File: src/hdl/pixel_format_converter_defines.svh
// assertion helpers for the pixel format converter
`ifndef PIXEL_FORMAT_CONVERTER_DEFINES_SVH
`define PIXEL_FORMAT_CONVERTER_DEFINES_SVH

// property checked on every rising clock edge outside reset
`define PFC_ASSERT(label, prop, msg) \
	label: assert property (@(posedge clk) disable iff (!arst_n) (prop)) else $error(msg);

// implication checked on every rising clock edge outside reset
`define PFC_ASSERT_IMP(label, ante, cons, msg) \
	label: assert property (@(posedge clk) disable iff (!arst_n) (ante) |-> (cons)) \
		else $error(msg);

`endif

File: src/hdl/pfc_pkg.sv
package pfc_pkg;

	localparam int MAX_CHANNEL_BITS = 8;
	localparam int NUM_CH = 4;
	localparam int PIXEL_W = 32;
	localparam int PROD_W = 2 * MAX_CHANNEL_BITS;
	localparam int WIDTH_W = $clog2(MAX_CHANNEL_BITS + 1);
	localparam int DIV_STEPS = 2;
	localparam int DIV_STAGES = (MAX_CHANNEL_BITS + DIV_STEPS - 1) / DIV_STEPS;
	localparam int CFG_DATA_W = 20;
	localparam int CFG_IDX_W = 2;

	localparam logic [15:0] SRC_WIDTHS_RST = 16'h8765;
	localparam logic [19:0] SRC_POSITIONS_RST = 20'h58000;
	localparam logic [15:0] DST_WIDTHS_RST = 16'h8765;
	localparam logic [19:0] DST_POSITIONS_RST = 20'h58000;

	typedef logic [PIXEL_W-1:0] pixel_t;
	typedef logic [MAX_CHANNEL_BITS-1:0] chan_t;
	typedef logic [PROD_W-1:0] prod_t;
	typedef logic [WIDTH_W-1:0] cwidth_t;
	typedef logic [4:0] cpos_t;
	typedef logic [CFG_DATA_W-1:0] cfg_data_t;
	typedef logic [CFG_IDX_W-1:0] cfg_idx_t;

	typedef enum logic [CFG_IDX_W-1:0] {
		CFG_SRC_WIDTHS = 2'd0,
		CFG_SRC_POSITIONS = 2'd1,
		CFG_DST_WIDTHS = 2'd2,
		CFG_DST_POSITIONS = 2'd3
	} cfg_reg_e;

	// channel 0 red, 1 green, 2 blue, 3 alpha; oversized widths saturate
	function automatic cwidth_t chan_width(input logic [15:0] widths, input int ch);
		logic [3:0] nib;
		cwidth_t w;
		nib = widths[12-4*ch +: 4];
		if (int'(nib) > MAX_CHANNEL_BITS)
			w = cwidth_t'(MAX_CHANNEL_BITS);
		else
			w = cwidth_t'(nib);
		return w;
	endfunction

	function automatic cpos_t chan_pos(input logic [19:0] positions, input int ch);
		return positions[15-5*ch +: 5];
	endfunction

	function automatic chan_t width_max(input cwidth_t w);
		chan_t m;
		for (int b = 0; b < MAX_CHANNEL_BITS; b++)
			m[b] = (b < int'(w));
		return m;
	endfunction

endpackage

File: src/hdl/pixel_format_converter.sv
// Pixel format converter: repacks one 32-bit RGB(A) pixel per clock from a
// programmable source layout into a programmable destination layout.
// Input: drive src_pixel and raise start; busy is always low, so a new pixel
// is taken on every clock edge with start high.
// Output: done pulses for one cycle with dst_pixel; the receiver must take it
// then. Results leave in the order the pixels came in.
// Throughput is one pixel per clock.
// The pipeline is extract, multiply by the destination maximum, a divider by
// the source maximum that retires two quotient bits per stage, and repack.
// Configuration: cfg_valid/cfg_ready with cfg_index and cfg_data; cfg_ready
// is always high. Registers: 0 source widths, 1 source positions,
// 2 destination widths, 3 destination positions. Write them only while no
// pixel is in flight.
// Reset: arst_n clears the pipeline valid bits and loads the default layout
// (widths 8, 7, 6 and 5 for red, green, blue and alpha; red at bit 11,
// green, blue and alpha at bit 0).
module pixel_format_converter (
	input  logic               clk,
	input  logic               arst_n,
	input  logic               start,
	output logic               busy,
	input  pfc_pkg::pixel_t    src_pixel,
	output logic               done,
	output pfc_pkg::pixel_t    dst_pixel,
	input  logic               cfg_valid,
	output logic               cfg_ready,
	input  pfc_pkg::cfg_idx_t  cfg_index,
	input  pfc_pkg::cfg_data_t cfg_data
);
	import pfc_pkg::*;
	`include "pixel_format_converter_defines.svh"

	logic [15:0] src_widths_q;
	logic [19:0] src_positions_q;
	logic [15:0] dst_widths_q;
	logic [19:0] dst_positions_q;

	chan_t smax [NUM_CH];
	chan_t dmax [NUM_CH];
	chan_t divisor [NUM_CH];

	logic  vld_s1;
	chan_t val_s1 [NUM_CH];
	logic  vld_s2;
	prod_t prod_s2 [NUM_CH];

	// entry k of these arrays is pipeline stage 3 + k
	logic  div_vld_s3 [DIV_STAGES];
	prod_t div_rem_s3 [DIV_STAGES][NUM_CH];
	chan_t div_quo_s3 [DIV_STAGES][NUM_CH];

	logic  rem_in_vld [DIV_STAGES];
	prod_t rem_in [DIV_STAGES][NUM_CH];
	chan_t quo_in [DIV_STAGES][NUM_CH];
	prod_t rem_nx [DIV_STAGES][NUM_CH];
	chan_t quo_nx [DIV_STAGES][NUM_CH];

	pixel_t packed_pix;
	logic   res_vld_q;
	pixel_t res_pixel_q;

	assign busy = 1'b0;
	assign cfg_ready = 1'b1;
	assign done = res_vld_q;
	assign dst_pixel = res_pixel_q;

	always_ff @(posedge clk or negedge arst_n) begin
		if (!arst_n) begin
			src_widths_q <= SRC_WIDTHS_RST;
			src_positions_q <= SRC_POSITIONS_RST;
			dst_widths_q <= DST_WIDTHS_RST;
			dst_positions_q <= DST_POSITIONS_RST;
		end else if (cfg_valid && cfg_ready) begin
			unique case (cfg_reg_e'(cfg_index))
				CFG_SRC_WIDTHS: src_widths_q <= cfg_data[15:0];
				CFG_SRC_POSITIONS: src_positions_q <= cfg_data;
				CFG_DST_WIDTHS: dst_widths_q <= cfg_data[15:0];
				CFG_DST_POSITIONS: dst_positions_q <= cfg_data;
			endcase
		end
	end

	// a zero source width gives a zero product, so dividing by one yields zero
	always_comb begin
		for (int ch = 0; ch < NUM_CH; ch++) begin
			smax[ch] = width_max(chan_width(src_widths_q, ch));
			dmax[ch] = width_max(chan_width(dst_widths_q, ch));
			divisor[ch] = (smax[ch] == '0) ? chan_t'(1) : smax[ch];
		end
	end

	// stage 1: field extraction
	always_ff @(posedge clk or negedge arst_n) begin
		if (!arst_n)
			vld_s1 <= 1'b0;
		else
			vld_s1 <= start && !busy;
	end

	always_ff @(posedge clk) begin
		for (int ch = 0; ch < NUM_CH; ch++)
			val_s1[ch] <= chan_t'(src_pixel >> chan_pos(src_positions_q, ch)) & smax[ch];
	end

	// stage 2: scale by the destination maximum
	always_ff @(posedge clk or negedge arst_n) begin
		if (!arst_n)
			vld_s2 <= 1'b0;
		else
			vld_s2 <= vld_s1;
	end

	always_ff @(posedge clk) begin
		for (int ch = 0; ch < NUM_CH; ch++)
			prod_s2[ch] <= prod_t'(val_s1[ch]) * prod_t'(dmax[ch]);
	end

	// divider stages: restoring division, quotient msb first
	always_comb begin
		for (int k = 0; k < DIV_STAGES; k++) begin
			if (k == 0) begin
				rem_in_vld[k] = vld_s2;
				for (int ch = 0; ch < NUM_CH; ch++) begin
					rem_in[k][ch] = prod_s2[ch];
					quo_in[k][ch] = '0;
				end
			end else begin
				rem_in_vld[k] = div_vld_s3[k-1];
				for (int ch = 0; ch < NUM_CH; ch++) begin
					rem_in[k][ch] = div_rem_s3[k-1][ch];
					quo_in[k][ch] = div_quo_s3[k-1][ch];
				end
			end
		end
	end

	always_comb begin
		prod_t r;
		chan_t q;
		prod_t sub;
		for (int k = 0; k < DIV_STAGES; k++) begin
			for (int ch = 0; ch < NUM_CH; ch++) begin
				r = rem_in[k][ch];
				q = quo_in[k][ch];
				for (int j = 0; j < DIV_STEPS; j++) begin
					if (k * DIV_STEPS + j < MAX_CHANNEL_BITS) begin
						sub = prod_t'(divisor[ch]) << (MAX_CHANNEL_BITS - 1 - (k * DIV_STEPS + j));
						if (r >= sub) begin
							r = r - sub;
							q[MAX_CHANNEL_BITS - 1 - (k * DIV_STEPS + j)] = 1'b1;
						end
					end
				end
				rem_nx[k][ch] = r;
				quo_nx[k][ch] = q;
			end
		end
	end

	always_ff @(posedge clk or negedge arst_n) begin
		if (!arst_n) begin
			for (int k = 0; k < DIV_STAGES; k++)
				div_vld_s3[k] <= 1'b0;
		end else begin
			for (int k = 0; k < DIV_STAGES; k++)
				div_vld_s3[k] <= rem_in_vld[k];
		end
	end

	always_ff @(posedge clk) begin
		for (int k = 0; k < DIV_STAGES; k++) begin
			for (int ch = 0; ch < NUM_CH; ch++) begin
				div_rem_s3[k][ch] <= rem_nx[k][ch];
				div_quo_s3[k][ch] <= quo_nx[k][ch];
			end
		end
	end

	// repack; a destination without alpha has dmax zero there, so alpha adds nothing
	always_comb begin
		packed_pix = '0;
		for (int ch = 0; ch < NUM_CH; ch++)
			packed_pix = packed_pix
				| (pixel_t'(div_quo_s3[DIV_STAGES-1][ch]) << chan_pos(dst_positions_q, ch));
	end

	always_ff @(posedge clk or negedge arst_n) begin
		if (!arst_n)
			res_vld_q <= 1'b0;
		else
			res_vld_q <= div_vld_s3[DIV_STAGES-1];
	end

	always_ff @(posedge clk) begin
		res_pixel_q <= packed_pix;
	end

	`PFC_ASSERT(a_done_follows_divider, res_vld_q == $past(div_vld_s3[DIV_STAGES-1]), "done out of step with the divider pipeline")

	for (genvar g = 0; g < NUM_CH; g++) begin : g_chk
		`PFC_ASSERT_IMP(a_rem_below_divisor, div_vld_s3[DIV_STAGES-1], div_rem_s3[DIV_STAGES-1][g] < prod_t'(divisor[g]), "divider remainder not below divisor")
		`PFC_ASSERT_IMP(a_quo_within_dmax, div_vld_s3[DIV_STAGES-1], div_quo_s3[DIV_STAGES-1][g] <= dmax[g], "scaled channel above destination maximum")
		`PFC_ASSERT_IMP(a_zero_src_width, vld_s2 && (smax[g] == '0), prod_s2[g] == '0, "channel without source bits gave a nonzero product")
	end

endmodule

File: config.mk
export PLATFORM = sky130hd
export DESIGN_NAME = pixel_format_converter
export DESIGN_NICKNAME = d
export VERILOG_FILES = /design/src/hdl/pfc_pkg.sv /design/src/hdl/pixel_format_converter.sv
export VERILOG_INCLUDE_DIRS = /design/src /design/src/hdl
export SDC_FILE = /design/constraint.sdc
export NUM_CORES = 2
export LEC_CHECK = 0
export BUFFER_PORTS_ARGS = -buffer_cell sky130_fd_sc_hd__buf_2
export CAP_MARGIN = 20
export CORE_MARGIN = 10
export CORE_UTILIZATION = 59
export DETAILED_ROUTE_END_ITERATION = 16
export GPL_TIMING_DRIVEN = 1
export PLACE_DENSITY = 0.86
export SETUP_SLACK_MARGIN = 0.05
export SLEW_MARGIN = 10
export SYNTH_ARGS = -nofsm -noshare
export SYNTH_HDL_FRONTEND = slang
export SYNTH_SLANG_ARGS = --single-unit
export TNS_END_PERCENT = 100
File: constraint.sdc
create_clock -name clk -period 5.86 [get_ports clk]
set_input_delay 1.465 -clock clk [delete_from_list [all_inputs] [get_ports clk]]
set_output_delay 1.465 -clock clk [all_outputs]
set_load 0.01 [all_outputs]
==> results_dict.tcl <==
set metrics [dict create \
    crit_start "src_widths_q[10]$_DFFE_PN1P_" \
    area_delta_synth_final_pct 8.25 \
    overflow 0 \
    cts_tree "yes" \
    die_x_um 283 \
    ys.flop_type "dfxtp_1" \
    tightest_slew_ps 1070 \
    mostFrequentLayoutCells "inv_1, ha_1, dfxtp_1" \
    rsz0062_at_grt "yes" \
    netlist_area_mm2 0.0407 \
    fin_crit_sh 0.929 \
    nNetsFinal 5309 \
    start_util 0.594 \
    hold_buffers 0 \
    fmax_mhz 184 \
    hold_class "reg -> reg" \
    slew_violations 0 \
    max_slew_margin 0.283 \
    post-dp-hpwl_mm 79.1 \
    routed_wl_mm 104 \
    remaining_drc_errors 0 \
    critPathKind "reg -> reg" \
    drive_gt1_frac 0.125 \
    wl_per_cell_um 18.6 \
    root_buffer "clkbuf_16" \
    antenna_found_initial 4 \
    crit_end "div_rem_s3[0][111]$_DFF_P_" \
    final_common_cell "inv_1" \
    required_ps 6400 \
    cts_sinks 479 \
    place_congestion 0.991 \
    avgSynthCellArea_um2 8.80 \
    r2r_slack_ps 420 \
    drt_iter0_drc 3554 \
    r2r-start "src_widths_q[10]$_DFFE_PN1P_" \
    core-area_mm2 0.0685 \
    ant_nets 0 \
    grt_max_degree 42 \
    ys_ff_latch 479 \
    htreeDepth 2 \
    hold_start "div_quo_s3[2][30]$_DFF_P_" \
    hold_ws_ps 327 \
    cp-start-kind "flip-flop" \
    cap_violations 0 \
    core.rowCount 96 \
    ys_types 91 \
    clockBufferDepth 3 \
    fp.dieH_um 283 \
    yosysWarnings 0 \
    numCtsBuffers 53 \
    reg2regPathDepth 22 \
    ios 93 \
    timing.final.crit_period_ps 5440 \
    fin_skew_ps 19.8 \
    status "complete, no violations" \
    final_hold_viol_count 0 \
    worst_ep_arrival_time_ps 5990 \
    synth-edff-count 0 \
    path_clk_slew_ps 60 \
    synthArstFlopShare 0.165 \
    grtUsageTotal 0.259 \
    finalSetupViolCount 0 \
    portBuffers 90 \
    die_area_mm2 0.0798 \
    reg2reg_to "div_rem_s3[0][111]$_DFF_P_" \
    cp_max_fo 15 \
    end_kind "flip-flop" \
    via_per_inst 6.09 \
    grt_pass1_wl_mm 170 \
    first_global_vias 33740 \
    firstDrtPassIters 7 \
    synthCells 4620 \
    synth_seq_area_share 0.246 \
    via_count 34169 \
    clk_latency_ps 620 \
]
## area by class of cell
| class | instances | area, um2 |
|---|---|---|
| diodes | 1 | 2.50 |
| clock buffers | 69 | 1500 |
| clock inverters | 31 | 312 |
| fillers | 5344 | 24400 |
| inverters | 432 | 1620 |
| multi-input cells | 3554 | 28500 |
| flip-flops and latches | 479 | 10000 |
| well taps | 882 | 1100 |
| repair buffers | 159 | 1010 |
## worst max-delay path, cell delays in order (launching register included)
cell	delay (ps)
dfstp_2	630
o21a_1	170
nor2_1	60
buf_4	210
ha_1	340
a21o_1	200
a21o_1	170
a21o_1	210
o21ai_2	280
nand2_2	240
o21ai_0	350
inv_1	110
ha_1	310
nor2b_1	140
o21ai_0	270
a21boi_0	190
o21ai_0	310
a21boi_0	170
o21ai_0	240
a21boi_0	210
nor3_1	300
nand3b_1	120
o21ai_0	150
## cells by family (layout without fill, tap and decap cells)
kind of cell               Yosys count  count (layout)  share of synthesized area
DFF                                479             479                      0.246
muxes                              412             412                      0.133
and+or+nand+nor                   1345            1345                      0.158
adders and majority gates          572             572                      0.208
other                                2              35                   0.000185
AOI/OAI and AO/OA                  985             985                      0.152
buffers and inverters              619             691                     0.0583
xor gates and xnor gates           206             206                     0.0446
## metrics by stage
stage,setup TNS (ps),utilization,std cells,setup slack (ps),cell area [um2]
2_1_floorplan,0,-,4652,342,40800
3_3_place_gp,0,0.615,5502,579,42100
3_5_place_dp,0,0.615,5502,388,42100
4_1_cts,0,0.642,5602,346,43900
5_1_grt,-22.7,0.643,5607,-22.7,44000
6_report,0,0.643,5607,416,44000
## synth_stat cells, types with 27 or more instances
library cell / count / area [um2]
a21boi_0: 30 / 225
nand2b_1: 66 / 413
ha_1: 400 / 5000
nand2_1: 387 / 1450
mux4_2: 84 / 1890
xor2_1: 46 / 403
a22oi_1: 31 / 233
and2_1: 72 / 450
xnor2_1: 159 / 1390
clkbuf_1: 153 / 574
dfrtp_1: 57 / 1430
dfxtp_1: 400 / 8010
fa_1: 172 / 3440
or3_1: 31 / 194
o21bai_1: 27 / 203
inv_1: 428 / 1610
a211oi_1: 39 / 293
o31ai_1: 29 / 218
nor2_1: 386 / 1450
mux2_2: 180 / 2030
a21o_1: 91 / 683
a21oi_1: 302 / 1510
nand4_1: 51 / 319
o21a_1: 30 / 225
nor3_1: 72 / 360
nor2b_1: 99 / 619
mux2i_1: 142 / 1420
nand3_1: 71 / 355
o21ai_0: 240 / 1200
## flip-flops by register name (all words and copies together), names as in the netlist
signal           flops
div_quo_s3          80
div_rem_s3         192
div_vld_s3           4
done                 1
dst_pixel           32
dst_positions_q     20
dst_widths_q        16
prod_s2             64
src_positions_q     20
src_widths_q        16
val_s1              32
vld_s1               1
vld_s2               1
## worst min path at each step
stage | cells past startpoint | slack (ps) | endpoint
after global routing | 0 | 330 | div_quo_s3[3][15]$_DFF_P_
after floorplan | 0 | 310 | div_quo_s3[1][14]$_DFF_P_
after CTS | 0 | 330 | div_quo_s3[3][30]$_DFF_P_
after detailed placement | 0 | 310 | div_quo_s3[3][14]$_DFF_P_
final | 0 | 330 | div_quo_s3[3][30]$_DFF_P_
after global placement | 0 | 310 | div_quo_s3[2][30]$_DFF_P_
## metal layers
layer	vias up	track usage	part of all wire
li1	16254	-	-
met1	16187	0.328	0.41
met2	1434	0.424	0.46
met3	288	0.0563	0.093
met4	6	0.102	0.038
met5	-	0	0.00036
## what timing repair did
| item | 4_1_cts | 5_1_grt |
|---|---|---|
| hold endpoints to repair | 0 | 0 |
| buffers inserted | 0 | 2 |
| setup endpoints to repair | 0 | 37 |
| resized for setup | 0 | 7 |
Power is left out: the tool's default activity adds up to more than one toggle a clock period on the data nets, which glitch-free logic cannot reach.
